[src/hw/rtl/lrukv_pkg.sv]
// Package for the LRU key-value cache: word types, controller states,
// command/status bundles and fixed constants. No dependencies.
package lrukv_pkg;

    localparam int CAP_W = 5;
    localparam logic [CAP_W-1:0] CAP_RESET = 5'd16;

    localparam logic OP_GET = 1'b0;
    localparam logic OP_PUT = 1'b1;

    localparam logic signed [31:0] MISS_VALUE = -32'sd1;

    typedef struct packed {
        logic              operation;
        logic signed [31:0] lookup_key;
        logic signed [31:0] write_value;
    } req_t;

    typedef struct packed {
        logic              found;
        logic signed [31:0] read_value;
        logic              evicted;
    } rsp_t;

    typedef enum logic [1:0] {
        ST_IDLE,
        ST_MATCH,
        ST_UPDATE,
        ST_RESP
    } state_t;

    typedef struct packed {
        logic load;
        logic match;
        logic update;
        logic respond;
    } dp_cmd_t;

    typedef struct packed {
        logic out_free;
    } dp_sts_t;

endpackage

[src/hw/rtl/lrukv_ctrl.sv]
// Controller state machine of the LRU key-value cache.
// Depends on lrukv_pkg (state_t, dp_cmd_t, dp_sts_t).
module lrukv_ctrl
    import lrukv_pkg::*;
(
    input  logic    aclk,
    input  logic    aresetn,
    input  logic    s_valid,
    output logic    s_ready,
    input  dp_sts_t sts,
    output dp_cmd_t cmd
);

    state_t state_reg;
    state_t state_next;

    always_ff @(posedge aclk) begin
        if (!aresetn) begin
            state_reg <= ST_IDLE;
        end else begin
            state_reg <= state_next;
        end
    end

    always_comb begin
        state_next = state_reg;
        unique case (state_reg)
            ST_IDLE: begin
                if (s_valid) state_next = ST_MATCH;
            end
            ST_MATCH:  state_next = ST_UPDATE;
            ST_UPDATE: state_next = ST_RESP;
            ST_RESP: begin
                if (sts.out_free) state_next = ST_IDLE;
            end
            default: state_next = ST_IDLE;
        endcase
    end

    always_comb begin
        s_ready = 1'b0;
        cmd     = '0;
        unique case (state_reg)
            ST_IDLE: begin
                s_ready  = 1'b1;
                cmd.load = s_valid;
            end
            ST_MATCH:  cmd.match  = 1'b1;
            ST_UPDATE: cmd.update = 1'b1;
            ST_RESP:   cmd.respond = sts.out_free;
            default: begin
                s_ready = 1'b0;
            end
        endcase
    end

endmodule

[src/hw/rtl/lrukv_dp.sv]
// Datapath of the LRU key-value cache: key cells, recency ranks, value
// memory, capacity register and output register. Depends on lrukv_pkg.
module lrukv_dp
    import lrukv_pkg::*;
#(
    parameter int MAX_ENTRIES = 16
) (
    input  logic             aclk,
    input  logic             aresetn,
    input  dp_cmd_t          cmd,
    output dp_sts_t          sts,
    input  req_t             s_data,
    input  logic             cfg_we,
    input  logic [CAP_W-1:0] cfg_wdata,
    input  logic             m_ready,
    output logic             m_valid,
    output rsp_t             m_data
);

    localparam int IDX_W = (MAX_ENTRIES > 1) ? $clog2(MAX_ENTRIES) : 1;
    localparam int CNT_W = $clog2(MAX_ENTRIES + 1);

    req_t                   req_reg;
    logic [CAP_W-1:0]       cap_reg;
    logic [31:0]            key_reg   [MAX_ENTRIES];
    logic [IDX_W-1:0]       rank_reg  [MAX_ENTRIES];
    logic [IDX_W-1:0]       rank_next [MAX_ENTRIES];
    logic [MAX_ENTRIES-1:0] valid_reg;
    logic [MAX_ENTRIES-1:0] valid_next;
    logic [CNT_W-1:0]       count_reg;
    logic [CNT_W-1:0]       count_next;

    logic             hit_reg;
    logic [IDX_W-1:0] hit_idx_reg;
    logic [IDX_W-1:0] hit_rank_reg;
    logic [IDX_W-1:0] free_idx_reg;
    logic             free_any_reg;
    logic [IDX_W-1:0] lru_idx_reg;
    logic             full_reg;

    logic signed [31:0] value_mem [MAX_ENTRIES];
    logic signed [31:0] rdata_reg;

    logic m_valid_reg;
    logic m_valid_next;
    rsp_t m_data_reg;

    logic [MAX_ENTRIES-1:0] match;
    logic                   hit;
    logic [IDX_W-1:0]       hit_idx;
    logic [IDX_W-1:0]       hit_rank;
    logic [IDX_W-1:0]       lru_idx;
    logic [IDX_W-1:0]       free_idx;
    logic                   free_any;
    logic [CNT_W-1:0]       eff_cap;

    logic             is_put;
    logic             do_evict;
    logic             do_insert;
    logic [IDX_W-1:0] new_idx;
    logic [IDX_W-1:0] mem_addr;
    logic             mem_we;

    // Request and capacity registers
    always_ff @(posedge aclk) begin
        if (cmd.load) req_reg <= s_data;
    end

    always_ff @(posedge aclk) begin
        if (!aresetn) begin
            cap_reg <= CAP_RESET;
        end else if (cfg_we) begin
            cap_reg <= cfg_wdata;
        end
    end

    // Clamp capacity into 1..MAX_ENTRIES
    always_comb begin
        if (cap_reg == '0) begin
            eff_cap = CNT_W'(1);
        end else if (32'(cap_reg) > 32'(MAX_ENTRIES)) begin
            eff_cap = CNT_W'(MAX_ENTRIES);
        end else begin
            eff_cap = CNT_W'(cap_reg);
        end
    end

    // Parallel compare; hit and LRU slots are one-hot, so OR-encode them
    always_comb begin
        match    = '0;
        hit_idx  = '0;
        hit_rank = '0;
        lru_idx  = '0;
        free_idx = '0;
        free_any = 1'b0;
        for (int i = 0; i < MAX_ENTRIES; i++) begin
            match[i] = valid_reg[i] && (key_reg[i] == $unsigned(req_reg.lookup_key));
            if (match[i]) begin
                hit_idx  = hit_idx | IDX_W'(i);
                hit_rank = hit_rank | rank_reg[i];
            end
            if (valid_reg[i] && (CNT_W'(rank_reg[i]) == count_reg - CNT_W'(1))) begin
                lru_idx = lru_idx | IDX_W'(i);
            end
        end
        for (int i = MAX_ENTRIES - 1; i >= 0; i--) begin
            if (!valid_reg[i]) begin
                free_idx = IDX_W'(i);
                free_any = 1'b1;
            end
        end
        hit = |match;
    end

    always_ff @(posedge aclk) begin
        if (cmd.match) begin
            hit_reg      <= hit;
            hit_idx_reg  <= hit_idx;
            hit_rank_reg <= hit_rank;
            free_idx_reg <= free_idx;
            free_any_reg <= free_any;
            lru_idx_reg  <= lru_idx;
            full_reg     <= (count_reg >= eff_cap);
        end
    end

    // Update decisions
    always_comb begin
        is_put    = (req_reg.operation == OP_PUT);
        do_evict  = is_put && !hit_reg && full_reg;
        do_insert = is_put && !hit_reg && (do_evict || free_any_reg);
        if (do_evict && !(free_any_reg && (free_idx_reg < lru_idx_reg))) begin
            new_idx = lru_idx_reg;
        end else begin
            new_idx = free_idx_reg;
        end
        mem_addr = hit_reg ? hit_idx_reg : new_idx;
        mem_we   = is_put && (hit_reg || do_insert);
    end

    always_comb begin
        valid_next = valid_reg;
        rank_next  = rank_reg;
        count_next = count_reg;
        if (cmd.update) begin
            if (hit_reg) begin
                for (int i = 0; i < MAX_ENTRIES; i++) begin
                    if (IDX_W'(i) == hit_idx_reg) begin
                        rank_next[i] = '0;
                    end else if (valid_reg[i] && (rank_reg[i] < hit_rank_reg)) begin
                        rank_next[i] = rank_reg[i] + IDX_W'(1);
                    end
                end
            end else if (do_insert) begin
                for (int i = 0; i < MAX_ENTRIES; i++) begin
                    if (IDX_W'(i) == new_idx) begin
                        valid_next[i] = 1'b1;
                        rank_next[i]  = '0;
                    end else if (do_evict && (IDX_W'(i) == lru_idx_reg)) begin
                        valid_next[i] = 1'b0;
                        rank_next[i]  = '0;
                    end else if (valid_reg[i]) begin
                        rank_next[i] = rank_reg[i] + IDX_W'(1);
                    end
                end
                if (!do_evict) count_next = count_reg + CNT_W'(1);
            end
        end
    end

    always_ff @(posedge aclk) begin
        if (!aresetn) begin
            valid_reg <= '0;
            count_reg <= '0;
            for (int i = 0; i < MAX_ENTRIES; i++) rank_reg[i] <= '0;
        end else begin
            valid_reg <= valid_next;
            count_reg <= count_next;
            rank_reg  <= rank_next;
        end
    end

    always_ff @(posedge aclk) begin
        if (cmd.update && do_insert) key_reg[new_idx] <= $unsigned(req_reg.lookup_key);
    end

    // Value memory: one port, registered read
    always_ff @(posedge aclk) begin
        if (cmd.update) begin
            if (mem_we) value_mem[mem_addr] <= req_reg.write_value;
            rdata_reg <= value_mem[mem_addr];
        end
    end

    // Output register
    always_ff @(posedge aclk) begin
        if (cmd.respond) begin
            m_data_reg.found   <= hit_reg;
            m_data_reg.evicted <= do_evict;
            if (is_put) begin
                m_data_reg.read_value <= '0;
            end else if (hit_reg) begin
                m_data_reg.read_value <= rdata_reg;
            end else begin
                m_data_reg.read_value <= MISS_VALUE;
            end
        end
    end

    always_comb begin
        if (cmd.respond) begin
            m_valid_next = 1'b1;
        end else if (m_ready) begin
            m_valid_next = 1'b0;
        end else begin
            m_valid_next = m_valid_reg;
        end
    end

    always_ff @(posedge aclk) begin
        if (!aresetn) begin
            m_valid_reg <= 1'b0;
        end else begin
            m_valid_reg <= m_valid_next;
        end
    end

    assign sts.out_free = !m_valid_reg || m_ready;
    assign m_valid      = m_valid_reg;
    assign m_data       = m_data_reg;

endmodule

[src/hw/rtl/lru_key_value_cache.sv]
// LRU key-value cache, top level: ties controller and datapath together.
// Path: an accepted word passes the match, update and respond steps before the result
//   is valid; the controller walks idle, match, update and respond for every word, so a
//   new word is taken only in idle; a full output register stalls the respond step.
// Reset: synchronous active-low aresetn clears all valid bits, ranks, count and
//   handshake state; capacity returns to 16. Keys and values are left as is.
module lru_key_value_cache
    import lrukv_pkg::*;
#(
    parameter int MAX_ENTRIES = 16
) (
    input  logic             aclk,
    input  logic             aresetn,
    input  logic             s_valid,
    output logic             s_ready,
    input  req_t             s_data,
    output logic             m_valid,
    input  logic             m_ready,
    output rsp_t             m_data,
    input  logic             cfg_we,
    input  logic [CAP_W-1:0] cfg_wdata
);

    // Command bundle from the controller, status back from the datapath
    dp_cmd_t dp_cmd;
    dp_sts_t dp_sts;

    // Controller: sequence one word at a time through match, update, respond
    lrukv_ctrl u_ctrl (
        .aclk    (aclk),
        .aresetn (aresetn),
        .s_valid (s_valid),
        .s_ready (s_ready),
        .sts     (dp_sts),
        .cmd     (dp_cmd)
    );

    // Datapath: parallel key compare, rank update across all entries,
    // value memory and the output register that decouples the result side
    lrukv_dp #(
        .MAX_ENTRIES (MAX_ENTRIES)
    ) u_dp (
        .aclk      (aclk),
        .aresetn   (aresetn),
        .cmd       (dp_cmd),
        .sts       (dp_sts),
        .s_data    (s_data),
        .cfg_we    (cfg_we),
        .cfg_wdata (cfg_wdata),
        .m_ready   (m_ready),
        .m_valid   (m_valid),
        .m_data    (m_data)
    );

`ifndef ASSERT_OFF
    // At most one datapath step runs per cycle
    a_one_step: assert property (@(posedge aclk) disable iff (!aresetn)
        $onehot0({dp_cmd.load, dp_cmd.match, dp_cmd.update, dp_cmd.respond}))
        else $error("more than one datapath command active");

    // An accepted word goes straight into the match step
    a_accept_match: assert property (@(posedge aclk) disable iff (!aresetn)
        (s_valid && s_ready) |=> (dp_cmd.match && !s_ready))
        else $error("accepted word did not enter match");

    // A respond step always leaves a valid result behind
    a_respond_valid: assert property (@(posedge aclk) disable iff (!aresetn)
        dp_cmd.respond |=> m_valid)
        else $error("result lost after respond");
`endif

endmodule

[config.mk]
export PLATFORM = sky130hd
export DESIGN_NAME = lru_key_value_cache
export DESIGN_NICKNAME = d
export VERILOG_FILES = /design/src/hw/rtl/lrukv_pkg.sv /design/src/hw/rtl/lrukv_ctrl.sv /design/src/hw/rtl/lrukv_dp.sv /design/src/hw/rtl/lru_key_value_cache.sv
export SDC_FILE = /design/constraint.sdc
export NUM_CORES = 2
export LEC_CHECK = 0
export ABC_AREA = 1
export ABC_CLOCK_PERIOD_IN_PS = 5300
export BUFFER_PORTS_ARGS = -buffer_cell sky130_fd_sc_hd__buf_4
export CAP_MARGIN = 20
export CORE_AREA = 2 2 340 342
export CTS_BUF_LIST = sky130_fd_sc_hd__clkbuf_8
export DETAILED_ROUTE_END_ITERATION = 8
export DIE_AREA = 0 0 342 344
export GPL_ROUTABILITY_DRIVEN = 0
export HOLD_SLACK_MARGIN = 0.02
export PLACE_DENSITY = 0.64
export RECOVER_POWER = 50
export SYNTH_ARGS = -nofsm -noshare
export SYNTH_HDL_FRONTEND = slang
export SYNTH_SLANG_ARGS = --single-unit
[constraint.sdc]
create_clock -name aclk -period 5.3 [get_ports aclk]
set_clock_uncertainty 0.05 [all_clocks]
set_input_delay 0.53 -clock aclk [delete_from_list [all_inputs] [get_ports aclk]]
set_output_delay 0.53 -clock aclk [all_outputs]
set_load 0.02 [all_outputs]
### Word level (Yosys, flattened, before mapping)

Memory sizes are Yosys's and may differ from the RTL's. A register that Yosys moved wholly into a read port is not among the register bits.
Index checks and enable logic that the tools add are counted.

* memory bits (writable): 1024
* bits of input ports: 75
* register bits: 211
* memories kept: 2
* word-level logic and storage cells: 563

Memories
* u_dp.key_reg: depth 16, width 32, read ports 16, clocked after memory_dff 0, write ports 1, line lrukv_dp.sv:25 `logic [31:0] key_reg [MAX_ENTRIES];`
* u_dp.value_mem: depth 16, width 32, read ports 1, clocked after memory_dff 1, write ports 1, line lrukv_dp.sv:41 `logic signed [31:0] value_mem [MAX_ENTRIES];`

* add/subtract/negate cells: 18
* reduce and logical (&&, ||, !) cells: 160
* multiplexer cells: 192
* eq/ne operators: 97
* magnitude comparators: 19
* bitwise operators: 17

Operator list (count)
* $eq 32x32->1: 16
* $mux 4: 118
* $reduce_and 4->1: 34
* $mux 64: 2
* $eq 4x4->1 const A: 24
* $eq 4x5->1: 15
* $logic_and 1x1->1: 70
* $lt 4x4->1: 17
* $add 4x1->4 const B: 16
* $reduce_bool 4->1: 16
* $or 4x4->4: 15
* $eq 3x4->1 const A: 12
* $mux 1: 48
* $ne 3x3->1 const B: 16
* $mux 3: 12
* $reduce_bool 2->1: 18
* $mux 32: 1
* $eq 2x4->1 const A: 6
* $mux 2: 8
* $reduce_or 16->1: 1
* $reduce_or 8->1: 2
* $reduce_and 15->1: 1
* $eq 1x4->1 const A: 3
* $logic_not 4->1: 3
* 19 further kinds: 29

### Depth between registers and ports, before layout

An unclocked memory read counts as a cell.

* depth in word-level cells: 34
* depth in mapped cells: 20

### Cells and area by module

From an unflattened synthesis, not the netlist that was laid out.

* cells, all modules: 5573
* area total of the unflattened synthesis: 57824.2 µm²

Modules (own cells, without submodules)
* lrukv_dp: times used 1, area each 57645.3 µm², cells an instance 5547
* lrukv_ctrl: times used 1, area each 178.9 µm², cells an instance 26

### Worst setup path after synthesis

Ideal clock, no wire load.

* path type: reg-to-reg
* from: reg u_ctrl.state_reg[0]
* to: mem u_dp.value_mem[14][0], enable pin
* data arrival time: 3.755 ns
* data required time: 4.829 ns
* library setup time: 0.421 ns
* period minus slack after synthesis: 4.226 ns
* stages on the path, launching flop included: 10
* slack: 1.074 ns
* path buffers: 1
* cells stage by stage: dfxtp_1 > inv_1 > ha_1 > inv_1 > nor2_1 > a21oi_1 > clkbuf_1 > nor2_1 > nand3_1 > nor2_1

* longest elaborated chain between the ends: 4

Ends and longest elaborated chain
* start: declaration: line lrukv_ctrl.sv:14 `state_t state_reg;`
* start signal: assignment: line lrukv_ctrl.sv:21 `state_reg <= state_next;`
* $eq 2x2->1: line lrukv_ctrl.sv:43 `unique case (state_reg)`
* $mux 1: line lrukv_ctrl.sv:43
* $mux 1: line lrukv_dp.sv:189 `if (cmd.update) begin`
* $mux 1 (implied by the code): line lrukv_dp.sv:190 `if (mem_we) value_mem[mem_addr] <= req_reg.write_value;`
* end: declaration: line lrukv_dp.sv:41

No other way between the ends.

### Worst setup path after layout

* from: reg u_dp.req_reg[60] (netlist bit)
* to: reg u_dp.hit_reg (data pin)

* longest elaborated chain between the ends: 3
* elaborated cells between the ends (all ways): 33
* classes of those cells: eq/ne (16); reduce/logical (17)

Ends and longest elaborated chain
* start: declaration: line lrukv_dp.sv:23 `req_t req_reg;`
* start signal: assignment: line lrukv_dp.sv:66 `if (cmd.load) req_reg <= s_data;`
* $eq 32x32->1: line lrukv_dp.sv:97 `match[i] = valid_reg[i] && (key_reg[i] == $unsigned(req_reg.lookup_key));`
* $logic_and 1x1->1: line lrukv_dp.sv:97
* $reduce_or 16->1 (*): line lrukv_dp.sv:112 `hit = |match;`
* via u_dp.hit: line lrukv_dp.sv:49 `logic hit;`
* end signal: assignment: line lrukv_dp.sv:117 `hit_reg <= hit;`
* end: declaration: line lrukv_dp.sv:33 `logic hit_reg;`

Mark *: on every way through the listed nets, which the timed path passes. The rest lies on a longest branch.
A chain may end at the register's enable or synchronous reset.

==> impl_metrics.json <==
{
  "netlist_area_mm2": 0.05761,
  "drt_wl_total_um": 174300,
  "die_width_um": 342,
  "yosysUniqueCellTypes": 50,
  "synthArstFlopShare": 0,
  "cts_tree": "yes",
  "cpMaxStageDelayCell": "clkbuf_1",
  "worstSetupStartpointType": "register",
  "hold_class": "primary input to register",
  "die_h_um": 344,
  "cp_slowest_stage_delay_ns": 1.67,
  "drtIter0Drc": 4776,
  "grt_pass1_wl_um": 256500,
  "rsz0062_at_grt": "no",
  "synth_ff_type": "edfxtp_1",
  "grt.overflow.total": 0,
  "setup_viol": 0,
  "finalNonFillerCells": 7507,
  "cap_violations": 27,
  "post-cts-setup-buffers": 0,
  "cts_sinks": 1267,
  "finalSetupTns_ns": 0,
  "intPower_uw": 17830,
  "end_kind": "register",
  "whs_path_depth": 3,
  "wl_per_cell_um": 23.22,
  "cts_buffers": 206,
  "final_net_count": 5975,
  "portBuffers": 110,
  "power_density_mw_per_mm2": 424.6,
  "initial_utilization": 0.5059,
  "final_common_cell": "nand2_1",
  "cts-root-buf": "clkbuf_8",
  "worst_pin_slew_ns": 3.202,
  "p_seq_frac": 0.454,
  "grt_usage": 0.2946,
  "syn_inst": 5551,
  "antenna_found_initial": 5,
  "crit_fanout": 31,
  "routed_via_density": 5.697,
  "cpMostUsedCell": "nor2_1",
  "worstSetupPathType": "register to register",
  "ys.warnings.count": 0,
  "slew_violations": 656,
  "cts_buffer_depth": 3,
  "seq_area_frac_synth": 0.6442,
  "core_region_area_mm2": 0.1139,
  "placementRows": 124,
  "period_share": 0.8610,
  "r2r_cells": 11,
  "grt_pass1_vias": 40764,
  "cp.depth": 11,
  "layout_common_cells": "nand2_1 (1712), edfxtp_1 (1174), nand3_1 (573), nor2_1 (399), inv_1 (374)",
  "required_ns": 5.97,
  "io_pins": 111,
  "ctsResizeCount": 0,
  "fmax_ghz": 0.2191,
  "status": "complete, but fails checks",
  "irDropWorstVdd_mv": 0.2863,
  "synth_edf_count": 1174,
  "failed_checks": "capacitance limit, slew limit",
  "grt_max_degree": 87,
  "worst-path-buf-inv": 2,
  "ant_nets": 0,
  "layout-drive-gt1-share": 0.08493,
  "cpLargestDelayFamily": "buffers and inverters",
  "synth.net_count": 5704,
  "crit_chain": "clkbuf_1, inv_1, a22o_1, nor3_1, nand2_1, nor2_1, and2_1, nor2_1, nand3_1, nor2_1, nand2_1",
  "clkPwrFrac": 0.288,
  "fin_util": 0.5711,
  "p_sw_uw": 9784,
  "critical_path_arrival_ns": 5.23,
  "num_vias": 42766,
  "finalHoldViolations": 0,
  "dp_hpwl_um": 103300,
  "insertion_delay_ns": 0.91,
  "finalCriticalPeriod_ns": 4.564,
  "p_leak_uw": 0.02501,
  "maxSlewHeadroom": -1.135,
  "clkTransAtPathRegs_ns": 0.06,
  "synth_area_per_cell_um2": 10.38,
  "route.detailed.drc": 0,
  "synth-seq-cells": 1267,
  "switching_share": 0.3543,
  "pwr-share-comb": 0.258,
  "dp.cells": 7040,
  "die_area_mm2": 0.1176,
  "area_growth_pct": 12.88,
  "first_pass_iters": 6,
  "h-tree-depth": 4
}
## cell usage after synthesis (all sizes together), types with 5 or more instances
| library cell | instances | area share |
|---|---|---|
| a211oi | 19 | 0.0025 |
| a21boi | 16 | 0.0021 |
| a21oi | 126 | 0.011 |
| a221oi | 7 | 0.0011 |
| a22o | 23 | 0.0035 |
| a31oi | 13 | 0.0014 |
| buf | 142 | 0.013 |
| clkbuf | 106 | 0.0069 |
| clkinv | 9 | 0.00059 |
| dfxtp | 93 | 0.032 |
| edfxtp | 1174 | 0.61 |
| ha | 78 | 0.017 |
| inv | 311 | 0.020 |
| nand2 | 1717 | 0.11 |
| nand3 | 576 | 0.050 |
| nand3b | 19 | 0.0025 |
| nand4 | 62 | 0.0067 |
| nor2 | 436 | 0.029 |
| nor3 | 26 | 0.0023 |
| nor4 | 22 | 0.0024 |
| o2111ai | 8 | 0.0012 |
| o211ai | 23 | 0.0030 |
| o21a | 11 | 0.0014 |
| o21ai | 188 | 0.017 |
| o22ai | 73 | 0.0079 |
| o31ai | 5 | 0.00065 |
| xnor2 | 157 | 0.024 |
| xor2 | 94 | 0.014 |
## tightest hold or removal path, cell delays in order
cell	delay [ns]
buf_4	0.34
nand2_1	0.16
nor2_1	0.03
## cell type report
| cell class | instances | area (um2) |
|---|---|---|
| clock buffers | 222 | 3055 |
| fillers | 9761 | 48840 |
| well taps | 1512 | 1892 |
| clock inverters | 157 | 764.5 |
| repair buffers | 311 | 2536 |
| diodes | 2 | 5.005 |
| multi-input cells | 3716 | 18460 |
| inverters | 320 | 1206 |
| flip-flops and latches | 1267 | 37120 |
## logic make-up after synthesis
family	after synthesis	share of synthesized area
AO/OA/AOI/OAI	521	0.05356
flip-flops	1267	0.6442
AND/OR/NAND/NOR	2866	0.2060
buffers and inverters	568	0.04111
adder cells (fa/ha/maj)	78	0.01694
XOR/XNOR	251	0.03816
## path summary, 6_finish.rpt
path,from,to,slack (ns)
hold / removal,aresetn,u_dp.rank_reg[5]$_SDFFE_PN0P_,0.17
hold reg to reg,u_dp.rank_reg[27]$_SDFFE_PN0P_,u_dp.rank_reg[27]$_SDFFE_PN0P_,0.47
setup reg to reg,u_dp.req_reg[60]$_DFFE_PP_,u_dp.hit_reg$_DFFE_PN_,0.74
setup / recovery,u_dp.req_reg[60]$_DFFE_PP_,u_dp.hit_reg$_DFFE_PN_,0.74
## per-layer routing
layer  up-vias  wire (um)  GRT usage
li1      19661          -          -
met1     20444      69460     0.3892
met2      2196      80190     0.4720
met3       463      15860    0.05291
met4         2       8758     0.1452
met5         -         13          0
## stage by stage
step | hold slack (ns) | cell area [um2] | total power (uW) | worst slack [ns]
2_1_floorplan | 0.3706 | 57610 | 17090 | 1.074
3_3_place_gp | 0.4562 | 60520 | 19640 | 1.224
3_5_place_dp | 0.4484 | 60520 | 19710 | 1.200
4_1_cts | 0.09306 | 65160 | 27660 | 1.136
5_1_grt | 0.1675 | 65030 | 28890 | 0.5814
6_report | 0.1722 | 65030 | 27620 | 0.7365
## repair_timing
item                       4_1_cts  5_1_grt
setup endpoints to repair        0        0
hold endpoints to repair        73        0
hold buffers                    82        0
## power by group through the flow
| stage | clock, uW | combinational (uW) | sequential [uW] |
|---|---|---|---|
| finish | 7970 | 7120 | 12500 |
| global route | 8490 | 7810 | 12600 |
| CTS | 8080 | 7100 | 12500 |
| detailed placement | 0 | 7030 | 12700 |
| global placement | 0 | 6960 | 12700 |
| floorplan | 0 | 4510 | 12600 |
No activity file was read; power rests on OpenSTA's default activity.
